==> src/rtl/core/softmax_argmax_classifier_head_top_defines.svh <==
// ----------------------------------------------------------------------------
// Assertion macros for the classifier head
// Implication and next-cycle checks, compiled out for synthesis.
// ----------------------------------------------------------------------------
`ifndef SOFTMAX_ARGMAX_CLASSIFIER_HEAD_TOP_DEFINES_SVH
`define SOFTMAX_ARGMAX_CLASSIFIER_HEAD_TOP_DEFINES_SVH

`ifndef SYNTHESIS
`define SACH_ASSERT_IMP(lbl, clk, rst, ante, cons, msg) \
   lbl: assert property (@(posedge clk) disable iff (rst) (ante) |-> (cons)) \
      else $error(msg);
`define SACH_ASSERT_NXT(lbl, clk, rst, ante, cons, msg) \
   lbl: assert property (@(posedge clk) disable iff (rst) (ante) |=> (cons)) \
      else $error(msg);
`else
`define SACH_ASSERT_IMP(lbl, clk, rst, ante, cons, msg)
`define SACH_ASSERT_NXT(lbl, clk, rst, ante, cons, msg)
`endif

`endif

==> src/rtl/core/sach_pkg.sv <==
// ----------------------------------------------------------------------------
// Classifier head package
// Widths, codes, exp factor tables and controller/datapath command types.
// ----------------------------------------------------------------------------
package sach_pkg;

   localparam int MAX_CLASSES_DEF = 8;
   localparam int LABEL_COUNT     = 7;
   localparam int LOGIT_W         = 16;
   localparam int CONF_W          = 16;
   localparam int INDEX_W         = 3;
   localparam int STATUS_W        = 2;
   localparam int NUM_CLASSES_W   = 4;
   localparam int CFG_IDX_W       = 1;
   localparam int CFG_DATA_W      = 16;
   localparam int FACTOR_W        = 17;
   localparam int PROD_W          = 2 * FACTOR_W;
   localparam int DIV_STEPS       = CONF_W;
   localparam int DCNT_W          = $clog2(DIV_STEPS + 1);

   localparam logic [NUM_CLASSES_W-1:0] NUM_CLASSES_RST = NUM_CLASSES_W'(7);

   // status codes
   localparam logic [STATUS_W-1:0] STATUS_OK       = 2'd0;
   localparam logic [STATUS_W-1:0] STATUS_LOW      = 2'd1;
   localparam logic [STATUS_W-1:0] STATUS_MISMATCH = 2'd2;
   localparam logic [STATUS_W-1:0] STATUS_NOLABEL  = 2'd3;

   // register indexes
   localparam logic [CFG_IDX_W-1:0] CSR_MIN_CONF    = 1'd0;
   localparam logic [CFG_IDX_W-1:0] CSR_NUM_CLASSES = 1'd1;

   typedef struct packed {
      logic load;       // take one word into the run
      logic finish;     // the word taken is the last of the run
      logic rd_start;   // rewind the read index and clear the sum
      logic rd_issue;   // read one stored logit into the exp pipe
      logic div_start;
      logic div_step;
      logic out_load;   // fill the result register
      logic clear_run;
   } cmd_type;

   typedef struct packed {
      logic mismatch;
      logic rd_done;
      logic pipe_empty;
      logic div_done;
      logic rsp_free;
   } sts_type;

   // exp(-n), integer part of the distance
   function automatic logic [FACTOR_W-1:0] exp_int(input logic [7:0] n);
      logic [FACTOR_W-1:0] f;
      case (n)
         8'd0:    f = 17'd65536;
         8'd1:    f = 17'd24109;
         8'd2:    f = 17'd8869;
         8'd3:    f = 17'd3263;
         8'd4:    f = 17'd1200;
         8'd5:    f = 17'd442;
         8'd6:    f = 17'd162;
         8'd7:    f = 17'd60;
         8'd8:    f = 17'd22;
         8'd9:    f = 17'd8;
         8'd10:   f = 17'd3;
         8'd11:   f = 17'd1;
         default: f = 17'd0;
      endcase
      return f;
   endfunction

   // exp(-k/16)
   function automatic logic [FACTOR_W-1:0] exp_hi(input logic [3:0] k);
      logic [FACTOR_W-1:0] f;
      case (k)
         4'd0:    f = 17'd65536;
         4'd1:    f = 17'd61565;
         4'd2:    f = 17'd57835;
         4'd3:    f = 17'd54331;
         4'd4:    f = 17'd51039;
         4'd5:    f = 17'd47947;
         4'd6:    f = 17'd45042;
         4'd7:    f = 17'd42314;
         4'd8:    f = 17'd39750;
         4'd9:    f = 17'd37341;
         4'd10:   f = 17'd35079;
         4'd11:   f = 17'd32954;
         4'd12:   f = 17'd30957;
         4'd13:   f = 17'd29081;
         4'd14:   f = 17'd27319;
         default: f = 17'd25664;
      endcase
      return f;
   endfunction

   // exp(-j/256)
   function automatic logic [FACTOR_W-1:0] exp_lo(input logic [3:0] j);
      logic [FACTOR_W-1:0] f;
      case (j)
         4'd0:    f = 17'd65536;
         4'd1:    f = 17'd65280;
         4'd2:    f = 17'd65026;
         4'd3:    f = 17'd64772;
         4'd4:    f = 17'd64520;
         4'd5:    f = 17'd64268;
         4'd6:    f = 17'd64018;
         4'd7:    f = 17'd63768;
         4'd8:    f = 17'd63520;
         4'd9:    f = 17'd63272;
         4'd10:   f = 17'd63025;
         4'd11:   f = 17'd62780;
         4'd12:   f = 17'd62535;
         4'd13:   f = 17'd62291;
         4'd14:   f = 17'd62048;
         default: f = 17'd61806;
      endcase
      return f;
   endfunction

endpackage

==> src/rtl/core/sach_ifs.sv <==
// ----------------------------------------------------------------------------
// Classifier head channels
// Valid/ready channels for logit words in and result words out.
// ----------------------------------------------------------------------------
interface sach_req_if;
   logic                                valid;
   logic                                ready;
   logic signed [sach_pkg::LOGIT_W-1:0] logit;
   logic                                last;

   modport source (output valid, output logit, output last, input ready);
   modport sink   (input valid, input logit, input last, output ready);
endinterface

interface sach_rsp_if;
   logic                                 valid;
   logic                                 ready;
   logic [sach_pkg::INDEX_W-1:0]         best_index;
   logic [sach_pkg::CONF_W-1:0]          confidence;
   logic [sach_pkg::STATUS_W-1:0]        status;

   modport source (output valid, output best_index, output confidence, output status,
                   input ready);
   modport sink   (input valid, input best_index, input confidence, input status,
                   output ready);
endinterface

==> src/rtl/core/sach_ctrl.sv <==
// ----------------------------------------------------------------------------
// Classifier head controller
// Sequences load, exp pass, reciprocal divide and result hand-off.
// ----------------------------------------------------------------------------
`include "softmax_argmax_classifier_head_top_defines.svh"

module sach_ctrl (
   input  logic              clock,
   input  logic              reset,
   sach_req_if.sink          req,
   output sach_pkg::cmd_type cmd,
   input  sach_pkg::sts_type sts
);

   typedef enum logic [2:0] {
      ST_LOAD,
      ST_EXP,
      ST_DRAIN,
      ST_DIV,
      ST_DONE
   } state_type;

   state_type state_ff;
   state_type state_in;

   always_comb begin
      cmd       = '0;
      state_in  = state_ff;
      req.ready = 1'b0;
      case (state_ff)
         ST_LOAD: begin
            req.ready = 1'b1;
            if (req.valid) begin
               cmd.load = 1'b1;
               if (req.last) begin
                  cmd.finish   = 1'b1;
                  cmd.rd_start = 1'b1;
                  state_in     = sts.mismatch ? ST_DONE : ST_EXP;
               end
            end
         end
         ST_EXP: begin
            if (sts.rd_done) begin
               state_in = ST_DRAIN;
            end else begin
               cmd.rd_issue = 1'b1;
            end
         end
         ST_DRAIN: begin
            if (sts.pipe_empty) begin
               cmd.div_start = 1'b1;
               state_in      = ST_DIV;
            end
         end
         ST_DIV: begin
            if (sts.div_done) begin
               state_in = ST_DONE;
            end else begin
               cmd.div_step = 1'b1;
            end
         end
         ST_DONE: begin
            // wait for the result register to free up
            if (sts.rsp_free) begin
               cmd.out_load  = 1'b1;
               cmd.clear_run = 1'b1;
               state_in      = ST_LOAD;
            end
         end
         default: begin
            state_in = ST_LOAD;
         end
      endcase
   end

   always_ff @(posedge clock) begin
      if (reset) begin
         state_ff <= ST_LOAD;
      end else begin
         state_ff <= state_in;
      end
   end

   `SACH_ASSERT_IMP(a_out_slot_free, clock, reset, cmd.out_load, sts.rsp_free, "result overwritten")
   `SACH_ASSERT_NXT(a_mismatch_skips, clock, reset, cmd.finish && sts.mismatch, state_ff == ST_DONE, "mismatch ran exp pass")
   `SACH_ASSERT_IMP(a_load_pipe_idle, clock, reset, req.ready, sts.pipe_empty, "word taken with exp pipe busy")

endmodule

==> src/rtl/core/sach_datapath.sv <==
// ----------------------------------------------------------------------------
// Classifier head datapath
// Logit store, running max, exp pipeline, sum, divider and result register.
// ----------------------------------------------------------------------------
`include "softmax_argmax_classifier_head_top_defines.svh"

module sach_datapath #(
   parameter int MAX_CLASSES = sach_pkg::MAX_CLASSES_DEF
) (
   input  logic                                   clock,
   input  logic                                   reset,
   input  logic                                   csr_we,
   input  logic [sach_pkg::CFG_IDX_W-1:0]         csr_index,
   input  logic [sach_pkg::CFG_DATA_W-1:0]        csr_wdata,
   input  logic signed [sach_pkg::LOGIT_W-1:0]    req_logit,
   input  sach_pkg::cmd_type                      cmd,
   output sach_pkg::sts_type                      sts,
   sach_rsp_if.source                             rsp
);

   localparam int AW    = $clog2(MAX_CLASSES);
   localparam int CW    = $clog2(MAX_CLASSES + 2);
   localparam int CMPW  = (CW > sach_pkg::NUM_CLASSES_W) ? CW : sach_pkg::NUM_CLASSES_W;
   localparam int SUM_W = sach_pkg::CONF_W + $clog2(MAX_CLASSES);
   localparam int RW    = SUM_W + 1;
   localparam int PW    = (AW > sach_pkg::INDEX_W) ? AW : sach_pkg::INDEX_W;
   localparam int LW    = sach_pkg::LOGIT_W;
   localparam int FW    = sach_pkg::FACTOR_W;
   localparam int PRW   = sach_pkg::PROD_W;
   localparam int CFW   = sach_pkg::CONF_W;

   localparam logic [CW-1:0]    MAX_C   = CW'(MAX_CLASSES);
   localparam logic [SUM_W-1:0] SUM_ONE = SUM_W'(1) << CFW;
   localparam logic [PRW-1:0]   ROUND   = PRW'(1) << (CFW - 1);

   // configuration
   logic [CFW-1:0]                      min_conf_ff;
   logic [sach_pkg::NUM_CLASSES_W-1:0]  num_classes_ff;

   // run state
   logic signed [LW-1:0] store_mem [MAX_CLASSES];
   logic [CW-1:0]        count_ff;
   logic [CW-1:0]        count_in;
   logic signed [LW-1:0] max_ff;
   logic [AW-1:0]        pos_ff;
   logic                 mis_ff;

   // exp pipeline
   logic [CW-1:0]        idx_ff;
   logic signed [LW-1:0] rd_data_ff;
   logic                 v1_ff;
   logic                 v2_ff;
   logic                 v3_ff;
   logic [LW-1:0]        diff;
   logic [PRW-1:0]       prod1_ff;
   logic [3:0]           j1_ff;
   logic [PRW-1:0]       rnd1;
   logic [PRW-1:0]       prod2_ff;
   logic [PRW-1:0]       rnd2;
   logic [FW-1:0]        term_raw;
   logic [CFW-1:0]       term;
   logic [SUM_W-1:0]     sum_ff;

   // divider
   logic [RW-1:0]                   rem_ff;
   logic [RW-1:0]                   shifted;
   logic                            ge;
   logic [CFW-1:0]                  quo_ff;
   logic [sach_pkg::DCNT_W-1:0]     dcnt_ff;
   logic [CFW-1:0]                  conf;

   // result register
   logic                              rsp_valid_ff;
   logic [sach_pkg::INDEX_W-1:0]      best_ff;
   logic [CFW-1:0]                    conf_ff;
   logic [sach_pkg::STATUS_W-1:0]     status_ff;

   always_ff @(posedge clock) begin
      if (reset) begin
         min_conf_ff    <= '0;
         num_classes_ff <= sach_pkg::NUM_CLASSES_RST;
      end else if (csr_we) begin
         case (csr_index)
            sach_pkg::CSR_MIN_CONF:    min_conf_ff    <= csr_wdata;
            sach_pkg::CSR_NUM_CLASSES: num_classes_ff <= csr_wdata[sach_pkg::NUM_CLASSES_W-1:0];
            default: ;
         endcase
      end
   end

   // count saturates one past the capacity
   assign count_in = (count_ff <= MAX_C) ? count_ff + CW'(1) : count_ff;

   assign sts.mismatch = (num_classes_ff == '0) ||
                         (CMPW'(num_classes_ff) > CMPW'(MAX_CLASSES)) ||
                         (CMPW'(count_in) != CMPW'(num_classes_ff));

   always_ff @(posedge clock) begin
      if (cmd.load && (count_ff < MAX_C)) begin
         store_mem[count_ff[AW-1:0]] <= req_logit;
      end
      if (cmd.rd_issue) begin
         rd_data_ff <= store_mem[idx_ff[AW-1:0]];
      end
   end

   always_ff @(posedge clock) begin
      if (reset || cmd.clear_run) begin
         count_ff <= '0;
         max_ff   <= {1'b1, {(LW-1){1'b0}}};
         pos_ff   <= '0;
      end else if (cmd.load) begin
         if (count_ff < MAX_C) begin
            if ((count_ff == '0) || (req_logit > max_ff)) begin
               max_ff <= req_logit;
               pos_ff <= count_ff[AW-1:0];
            end
         end
         count_ff <= count_in;
      end
   end

   always_ff @(posedge clock) begin
      if (cmd.finish) begin
         mis_ff <= sts.mismatch;
      end
   end

   // exp pass: read, factor product, lo factor product, accumulate
   assign diff     = LW'(max_ff - rd_data_ff);
   assign rnd1     = prod1_ff + ROUND;
   assign rnd2     = prod2_ff + ROUND;
   assign term_raw = rnd2[CFW+FW-1:CFW];
   assign term     = term_raw[FW-1] ? '1 : term_raw[CFW-1:0];

   always_ff @(posedge clock) begin
      if (reset) begin
         idx_ff <= '0;
         v1_ff  <= 1'b0;
         v2_ff  <= 1'b0;
         v3_ff  <= 1'b0;
      end else begin
         if (cmd.rd_start) begin
            idx_ff <= '0;
         end else if (cmd.rd_issue) begin
            idx_ff <= idx_ff + CW'(1);
         end
         v1_ff <= cmd.rd_issue;
         v2_ff <= v1_ff;
         v3_ff <= v2_ff;
      end
   end

   always_ff @(posedge clock) begin
      prod1_ff <= PRW'(sach_pkg::exp_int(diff[LW-1:8])) * PRW'(sach_pkg::exp_hi(diff[7:4]));
      j1_ff    <= diff[3:0];
      prod2_ff <= PRW'(rnd1[CFW+FW-1:CFW]) * PRW'(sach_pkg::exp_lo(j1_ff));
      if (cmd.rd_start) begin
         sum_ff <= '0;
      end else if (v3_ff) begin
         sum_ff <= sum_ff + SUM_W'(term);
      end
   end

   assign sts.rd_done    = (idx_ff == count_ff);
   assign sts.pipe_empty = !(v1_ff || v2_ff || v3_ff);

   // restoring divide of 2^32 by the sum, one quotient bit a cycle
   assign shifted = {rem_ff[RW-2:0], 1'b0};
   assign ge      = (shifted >= {1'b0, sum_ff});

   always_ff @(posedge clock) begin
      if (cmd.div_start) begin
         rem_ff <= RW'(SUM_ONE);
         quo_ff <= '0;
      end else if (cmd.div_step) begin
         rem_ff <= ge ? shifted - {1'b0, sum_ff} : shifted;
         quo_ff <= {quo_ff[CFW-2:0], ge};
      end
   end

   always_ff @(posedge clock) begin
      if (reset || cmd.div_start) begin
         dcnt_ff <= '0;
      end else if (cmd.div_step) begin
         dcnt_ff <= dcnt_ff + sach_pkg::DCNT_W'(1);
      end
   end

   assign sts.div_done = (dcnt_ff == sach_pkg::DCNT_W'(sach_pkg::DIV_STEPS));
   // a sum up to 2^16 gives a quotient of 2^16 or more: saturate
   assign conf = (sum_ff <= SUM_ONE) ? '1 : quo_ff;

   always_ff @(posedge clock) begin
      if (reset) begin
         rsp_valid_ff <= 1'b0;
      end else if (cmd.out_load) begin
         rsp_valid_ff <= 1'b1;
      end else if (rsp.ready) begin
         rsp_valid_ff <= 1'b0;
      end
   end

   always_ff @(posedge clock) begin
      if (cmd.out_load) begin
         if (mis_ff) begin
            best_ff   <= '0;
            conf_ff   <= '0;
            status_ff <= sach_pkg::STATUS_MISMATCH;
         end else begin
            best_ff <= sach_pkg::INDEX_W'(pos_ff);
            conf_ff <= conf;
            if (conf < min_conf_ff) begin
               status_ff <= sach_pkg::STATUS_LOW;
            end else if (PW'(pos_ff) >= PW'(sach_pkg::LABEL_COUNT)) begin
               status_ff <= sach_pkg::STATUS_NOLABEL;
            end else begin
               status_ff <= sach_pkg::STATUS_OK;
            end
         end
      end
   end

   assign sts.rsp_free   = !rsp_valid_ff || rsp.ready;
   assign rsp.valid      = rsp_valid_ff;
   assign rsp.best_index = best_ff;
   assign rsp.confidence = conf_ff;
   assign rsp.status     = status_ff;

   `SACH_ASSERT_IMP(a_rd_in_run, clock, reset, cmd.rd_issue, idx_ff < count_ff, "read past run")
   `SACH_ASSERT_NXT(a_out_shown, clock, reset, cmd.out_load, rsp_valid_ff, "result not shown")
   `SACH_ASSERT_IMP(a_div_bound, clock, reset, cmd.div_step, !sts.div_done, "divider overrun")

endmodule

==> src/rtl/core/softmax_argmax_classifier_head_top.sv <==
// ----------------------------------------------------------------------------
// Softmax/argmax classifier head
// Logit words load one per cycle while the controller is in its load state;
// a run of N logits ends with one result word. The exp pass reads each
// stored logit once through a 3-stage multiply pipe; the reciprocal comes
// from a bit-serial divider. A count mismatch skips both and goes straight
// to the result hand-off. Next run loads while the result waits. Sync reset
// clears the run; min_confidence 0, num_classes 7.
// ----------------------------------------------------------------------------
module softmax_argmax_classifier_head_top #(
   parameter int MAX_CLASSES = sach_pkg::MAX_CLASSES_DEF
) (
   input  logic                            clock,
   input  logic                            reset,
   input  logic                            csr_we,
   input  logic [sach_pkg::CFG_IDX_W-1:0]  csr_index,
   input  logic [sach_pkg::CFG_DATA_W-1:0] csr_wdata,
   sach_req_if.sink                        req,
   sach_rsp_if.source                      rsp
);

   sach_pkg::cmd_type cmd;
   sach_pkg::sts_type sts;

   sach_ctrl u_ctrl (
      .clock (clock),
      .reset (reset),
      .req   (req),
      .cmd   (cmd),
      .sts   (sts)
   );

   sach_datapath #(
      .MAX_CLASSES (MAX_CLASSES)
   ) u_datapath (
      .clock     (clock),
      .reset     (reset),
      .csr_we    (csr_we),
      .csr_index (csr_index),
      .csr_wdata (csr_wdata),
      .req_logit (req.logit),
      .cmd       (cmd),
      .sts       (sts),
      .rsp       (rsp)
   );

endmodule
==> src/flat_wrapper.sv <==
// flat-port wrapper written by rule: the top's interface ports become plain ports
module softmax_argmax_classifier_head_top_flat 
#(
   parameter int MAX_CLASSES = sach_pkg::MAX_CLASSES_DEF
)
  (clock, reset, csr_we, csr_index, csr_wdata, req_valid, req_logit, req_last, req_ready, rsp_valid, rsp_best_index, rsp_confidence, rsp_status, rsp_ready);
  sach_req_if req_i ();
  sach_rsp_if rsp_i ();
  input  logic clock;
  input  logic reset;
  input  logic csr_we;
  input  logic [sach_pkg::CFG_IDX_W-1:0] csr_index;
  input  logic [sach_pkg::CFG_DATA_W-1:0] csr_wdata;
  input wire logic [$bits(req_i.valid)-1:0] req_valid;
  input wire logic [$bits(req_i.logit)-1:0] req_logit;
  input wire logic [$bits(req_i.last)-1:0] req_last;
  output wire logic [$bits(req_i.ready)-1:0] req_ready;
  output wire logic [$bits(rsp_i.valid)-1:0] rsp_valid;
  output wire logic [$bits(rsp_i.best_index)-1:0] rsp_best_index;
  output wire logic [$bits(rsp_i.confidence)-1:0] rsp_confidence;
  output wire logic [$bits(rsp_i.status)-1:0] rsp_status;
  input wire logic [$bits(rsp_i.ready)-1:0] rsp_ready;
  assign req_i.valid = req_valid;
  assign req_i.logit = req_logit;
  assign req_i.last = req_last;
  assign req_ready = req_i.ready;
  assign rsp_valid = rsp_i.valid;
  assign rsp_best_index = rsp_i.best_index;
  assign rsp_confidence = rsp_i.confidence;
  assign rsp_status = rsp_i.status;
  assign rsp_i.ready = rsp_ready;
  softmax_argmax_classifier_head_top #(.MAX_CLASSES(MAX_CLASSES)) u_core (.clock(clock), .reset(reset), .csr_we(csr_we), .csr_index(csr_index), .csr_wdata(csr_wdata), .req(req_i), .rsp(rsp_i));
endmodule
==> config.mk <==
export PLATFORM = sky130hd
export DESIGN_NAME = softmax_argmax_classifier_head_top_flat
export DESIGN_NICKNAME = d
export VERILOG_FILES = /design/src/rtl/core/sach_pkg.sv /design/src/rtl/core/sach_ifs.sv /design/src/rtl/core/sach_ctrl.sv /design/src/rtl/core/sach_datapath.sv /design/src/rtl/core/softmax_argmax_classifier_head_top.sv /design/src/flat_wrapper.sv
export VERILOG_INCLUDE_DIRS = /design/src /design/src/rtl/core
export SDC_FILE = /design/constraint.sdc
export NUM_CORES = 2
export LEC_CHECK = 0
export BUFFER_PORTS_ARGS = -buffer_cell sky130_fd_sc_hd__clkbuf_2
export CORE_MARGIN = 4
export CORE_UTILIZATION = 30
export DETAILED_ROUTE_END_ITERATION = 10
export HOLD_SLACK_MARGIN = 0.05
export SYNTH_ARGS = -nofsm -noshare
export SYNTH_HDL_FRONTEND = slang
export SYNTH_SLANG_ARGS = --single-unit
==> constraint.sdc <==
create_clock -name clock -period 21.4 [get_ports clock]
set_input_delay 0 -clock clock [delete_from_list [all_inputs] [get_ports clock]]
set_output_delay 0 -clock clock [all_outputs]
set_load 0.01 [all_outputs]
# Yosys cells after proc, flatten, opt, wreduce, memory -nomap -nowiden
# Memory sizes are Yosys's and may differ from the RTL's. A register that Yosys moved wholly into a read port is not among the register bits.
# Index checks and enable logic that the tools add are counted.
# word_totals
reg_bits,201
ramBits,128
romBits,768
inputBits,39
output_inout_bits,23
word_cells,108
mem_count,4
# mem_list
memory,words,word_bits,rd,rd_clocked_by_memory_dff,wr,line,rtl
(name not given),16,17,1,0,0,sach_pkg.sv:76,case (k)
(name not given),16,16,1,1,0,sach_pkg.sv:100,case (j)
(name not given),16,15,1,0,0,sach_pkg.sv:55,case (n)
u_core.u_datapath.store_mem,8,16,1,1,1,sach_datapath.sv:41,logic signed [LW-1:0] store_mem [MAX_CLASSES];
# classes
addsub,8
n_mul,2
magnitude_cmp,8
n_eq_ne,13
mux,31
bitwise,1
n_reduce_logical,20
# ops
operator,n
"adder 33 x 16 -> 33 bit, second input constant",2
multiplier 17 x 17 -> 33 bit,2
two-way mux 16 bit,2
two-way mux 3 bit,9
greater-or-equal comparator 20 x 19 -> 1 bit,1
adder 19 x 16 -> 19 bit,1
"<= comparator 19 x 17 -> 1 bit, second input constant",1
two-way mux 19 bit,1
subtractor 19 bit,1
two-way mux 17 bit,1
greater-than comparator 16 bit,1
< comparator 16 bit,1
subtractor 16 bit,1
case mux 3 bit (5 select lines),1
zero test 4 bit,3
two-way mux 1 bit,11
two-way mux 2 bit,5
"adder 4 x 1 -> 4 bit, second input constant",2
logical OR 1 bit,8
"equality test 3 x 2 -> 1 bit, second input constant",2
"inequality test 2 x 1 -> 1 bit, second input constant",3
"inequality test 2 bit, second input constant",3
AND reduction 6 bit,1
"adder 5 x 1 -> 5 bit, second input constant",1
18 further kinds,19

# Longest topological paths before layout
# depth
ltp_word,8
depth_mapped,37
mapped_depth_nobuf,36

# Cells and area by module
# From an unflattened synthesis, not the netlist that was laid out.
# hier_totals
hier_cells,3365
hier_area_um2,32834.0
# modules_own_cells
mod,instances,cells_per_inst,area_per_inst_um2,seq_area_each_um2
sach_datapath,1,3330,32562.5,8167.8
sach_ctrl,1,35,271.5,60.1

# Least setup slack after synthesis
# Ideal clock, no wire load.
# synth_timing
path_kind,register -> register
startpoint,reg u_core.u_datapath.rd_data_ff[1] (read register of u_core.u_datapath.store_mem)
endpoint,reg u_core.u_datapath.prod1_ff[32]
setup_time_ns,0.122
t_arrival_ns,8.658
t_required_ns,21.278
setup_slack_ns,12.620
stages_incl_launch_ff,33
n_path_buf,2
synth_period_minus_slack_ns,8.780
path_cell_list,edfxtp_1 -> inv_1 -> ha_1 -> nor2b_1 -> o211ai_1 -> nand3_1 -> a31o_2 -> a2111o_1 -> a31oi_1 -> mux2_2 -> a211oi_1 -> clkbuf_1 -> and3_1 -> clkbuf_1 -> nand2_1 -> fa_1 -> fa_1 -> fa_1 -> inv_1 -> fa_1 -> fa_1 -> inv_1 -> fa_1 -> inv_1 -> ha_1 -> o21a_1 -> a221oi_1 -> a211oi_1 -> nor2_1 -> o31ai_1 -> o41ai_1 -> o211ai_1 -> xnor2_1
# synth_via
elab_chain_len,4
word_cells_on_any_way,6
classes_between,add/sub (1); mul (1); mux (1); reduce/logical (1); memory (2)
# synth_rtl
item,line,rtl
"start, declared",sach_datapath.sv:50,logic signed [LW-1:0] rd_data_ff;
subtractor 16 bit *,sach_datapath.sv:130,assign diff = LW'(max_ff - rd_data_ff);
memory read (16 x 15 bit) / zero test 4 bit (equally long branches),-,
two-way mux 17 bit,sach_pkg.sv:55,
multiplier 17 x 17 -> 33 bit *,sach_datapath.sv:155,prod1_ff <= PRW'(sach_pkg::exp_int(diff[LW-1:8])) * PRW'(sach_pkg::exp_hi(diff[7:4]));
"end signal, assigned",sach_datapath.sv:155,
"end, declared",sach_datapath.sv:55,logic [PRW-1:0] prod1_ff;
# Mark *: on every way between the ends. The rest lies on a longest branch, timed or not.
# A chain may end at the register's enable or synchronous reset.

# Final worst setup path
# Ends and elaborated chain as after synthesis.

==> flow_summary.toml <==
[worst_setup_path]
worst_ep_required_time_ps = 21850
crit_start = "u_core.u_datapath.rd_data_ff[1]"
cp_num_buf_inv = 5
start_kind = "flop"
max_stage_delay_ps = 830
worstSetupPathType = "reg -> reg"
worstPathArrival_ps = 10670
regToRegStartpoint = "u_core.u_datapath.rd_data_ff[1]"
cp-end-kind = "flop"
path_max_fanout = 22
cp_slowest_cell = "a221oi_1"
cp_common_cell = "fa_1"
cp_top_family = "adder cells"

[clock_network]
ctsRootBufferMaster = "clkbuf_16"
clkLatencyLatePin_ps = 580
htree_levels = 2
clkSinkCount = 328
cts_setup_buffers = 0
path_clk_slew_ps = 60
cts_tree = "done"
cts_hold_buf = 51
postCtsResizedCells = 0
numCtsBuffers = 39
clockBufferDepth = 3

[grt]
grt-ovfl-total = 0
antenna_found_initial = 3
first_global_vias = 23790
grtUsageTotal_pct = 13.41
grt_pass1_wl_um = 124200
grt_max_degree = 55

[cells_and_area]
final_nets = 4234
layout-drive-gt1-share_pct = 7.145
nFillCells = 10870
register_area_um2 = 8229
area_delta_synth_final_pct = 11.69
multi_input_area_um2 = 21840

[pwr]
combPwrFrac_pct = 36.6
p_per_area_nw_per_um2 = 62.70
power.switching_mw = 0.8543
leakagePower_nw = 16.65
p_int_mw = 1.435
netSwitchingFraction_pct = 37.32
peakVddDrop_mv = 0.04295
p_seq_share_pct = 33.7
clockPowerShare_pct = 29.7

[min_path]
hp-class = "in -> reg"
hp-start = "reset"

[placement]
port_buffers = 61
place_congestion = 0.8822
dp_hpwl_um = 57370

[floorplan]
core.rowCount = 120
die_area_um2 = 114300
die_w_um = 338.1
start_util_pct = 30.36
fp.dieH_um = 338.1
core_area_um2 = 107700
ios = 62

[yosys]
syn_area_um2 = 32690
yosys.area_share.simple_pct = 14.51
yosysUniqueCellTypes = 74
syn_inst = 3382
synth_top_family_by_area = "adder cells"
ys_async_sr_fraction_pct = 0
ys_seq_elements = 328
synth_nets = 4162
synthXorXnorAreaFrac_pct = 3.663
syn_area_per_cell_um2 = 9.665
synthAdderAreaFrac_pct = 37.47
synthMuxAreaShare_pct = 4.444
ys_seq_area_share_pct = 25.17
synth_compound_area_share_pct = 6.461
synth_top_flop_cell = "edfxtp_1"
yosysTopAreaCellShare_pct = 24.19
synth_warnings = 0
synth.largest_area_cell = "fa_1"
synthTopCellsByArea = "fa_1 24%, edfxtp_1 15%, ha_1 13%"
synth-edff-count = 166

[route]
vias = 22890
drt_pass1_iterations = 5
drtAntennaViolNets = 0
dr.first_iter.drc_count = 1246
post-route-drc-count = 0
wl_per_cell_um = 15.37
routed_via_density = 4.681
routed_wl_um = 75150

[timing]
report.final.hold_viol_count = 0
tightest_slew_ps = 1099
whs_ps = 162.7
rsz0062_at_grt = "false"
drv_slew = 0
period_minus_slack_ps = 10220
fin_skew_ps = 17.55
fin_crit_sh_pct = 47.75
fin_setup_tns_ps = 0
fmax_ghz = 0.09787
setup_violations = 0
relSlewSlack_pct = 26.60

[flow_run]
maxCapViolCount = 0

[outcome]
outcome = "finished, final reports clean"
[cell families after synthesis]
kind of cell | count (synthesis)
simple gates | 1037
fa+ha+maj | 742
buf+inv | 717
flops | 328
compound gates | 320
xor+xnor | 135
mux | 103
[placed cells by master, fill, tap and decap left out, drive strengths merged, types with 100 or more instances in the layout]
cell type | synthesis | layout
dfxtp | 162 | 162
a21oi | 100 | 100
nor2 | 283 | 283
ha | 346 | 346
inv | 593 | 596
nand2 | 394 | 394
clkbuf | 99 | 116
and2 | 106 | 106
edfxtp | 166 | 166
fa | 395 | 395
[power by group through the flow]
stage                     combinational, mW  sequential, mW  clock [mW]
final                                 0.838           0.771       0.681
after global routing                  0.963           0.778       0.724
after CTS                             0.846           0.770       0.701
after detailed placement              0.833           0.784           0
after global placement                0.821           0.783           0
after floorplan                       0.612           0.742           0
[Yosys cell counts (all sizes together), types with 37 or more instances]
| cell | instances |
|---|---|
| a21oi | 100 |
| and2 | 106 |
| clkbuf | 99 |
| dfxtp | 162 |
| edfxtp | 166 |
| fa | 395 |
| ha | 346 |
| inv | 593 |
| mux2i | 54 |
| nand2 | 394 |
| nand2b | 52 |
| nand3 | 40 |
| nor2 | 283 |
| nor3 | 37 |
| o21ai | 46 |
| xnor2 | 91 |
| xor2 | 44 |
[state kept, by name, summed over array words and instances, names as in the netlist, 5 cells and up, named ones only]
register and flops:
u_core.u_datapath.store_mem 128, u_core.u_datapath.prod2_ff 18, u_core.u_datapath.quo_ff 16, u_core.u_datapath.sum_ff 19, u_core.u_datapath.prod1_ff 18, u_core.u_datapath.min_conf_ff 16, u_core.u_datapath.rem_ff 19, u_core.u_datapath.max_ff 16
u_core.u_datapath.dcnt_ff 5, u_core.u_datapath.rsp.confidence 16, u_core.u_datapath.rd_data_ff 16
[layout make-up]
class,count,area share (%)
Multi-Input combinational cell,2337,59.82
Clock inverter,17,0.6580
Clock buffer,55,2.941
Sequential cell,328,22.54
Inverter,593,6.097
Timing Repair Buffer,155,3.119
Antenna cell,2,0.01371
Tap cell,1403,4.808
[final timing paths]
path	slack, ps	cells past startpoint	to
worst max register to register	11180	33	u_core.u_datapath.prod1_ff[32]
worst min register to register	460	2	u_core.u_datapath.min_conf_ff[11]
worst min-delay path	160	2	u_core.u_ctrl.state_ff[0]
worst max-delay path	11180	33	u_core.u_datapath.prod1_ff[32]
[metal layers]
metal	routed length [um]	share of wire, %	track usage (%)	up-vias
met3	3218	4.3	1.761	98
li1	-	-	-	11010
met1	33890	45	17.71	11340
met5	0	0	0	-
met2	36400	48	23.31	437
met4	1648	2.2	3.328	0
[metrics by stage]
step                utilization (%)  std cells  setup WS, ps  instance area, um2  power (mW)
global route                  33.91       4890         10500               36510       2.465
CTS                           33.91       4888         11080               36500       2.317
detailed placement            32.21       4765         11160               34680       1.616
floorplan                         -       3382         12620               32690       1.354
finish                        33.91       4890         11180               36510       2.289
global placement              32.21       4765         11420               34680       1.604
Power figures use the tool's default switching activity.
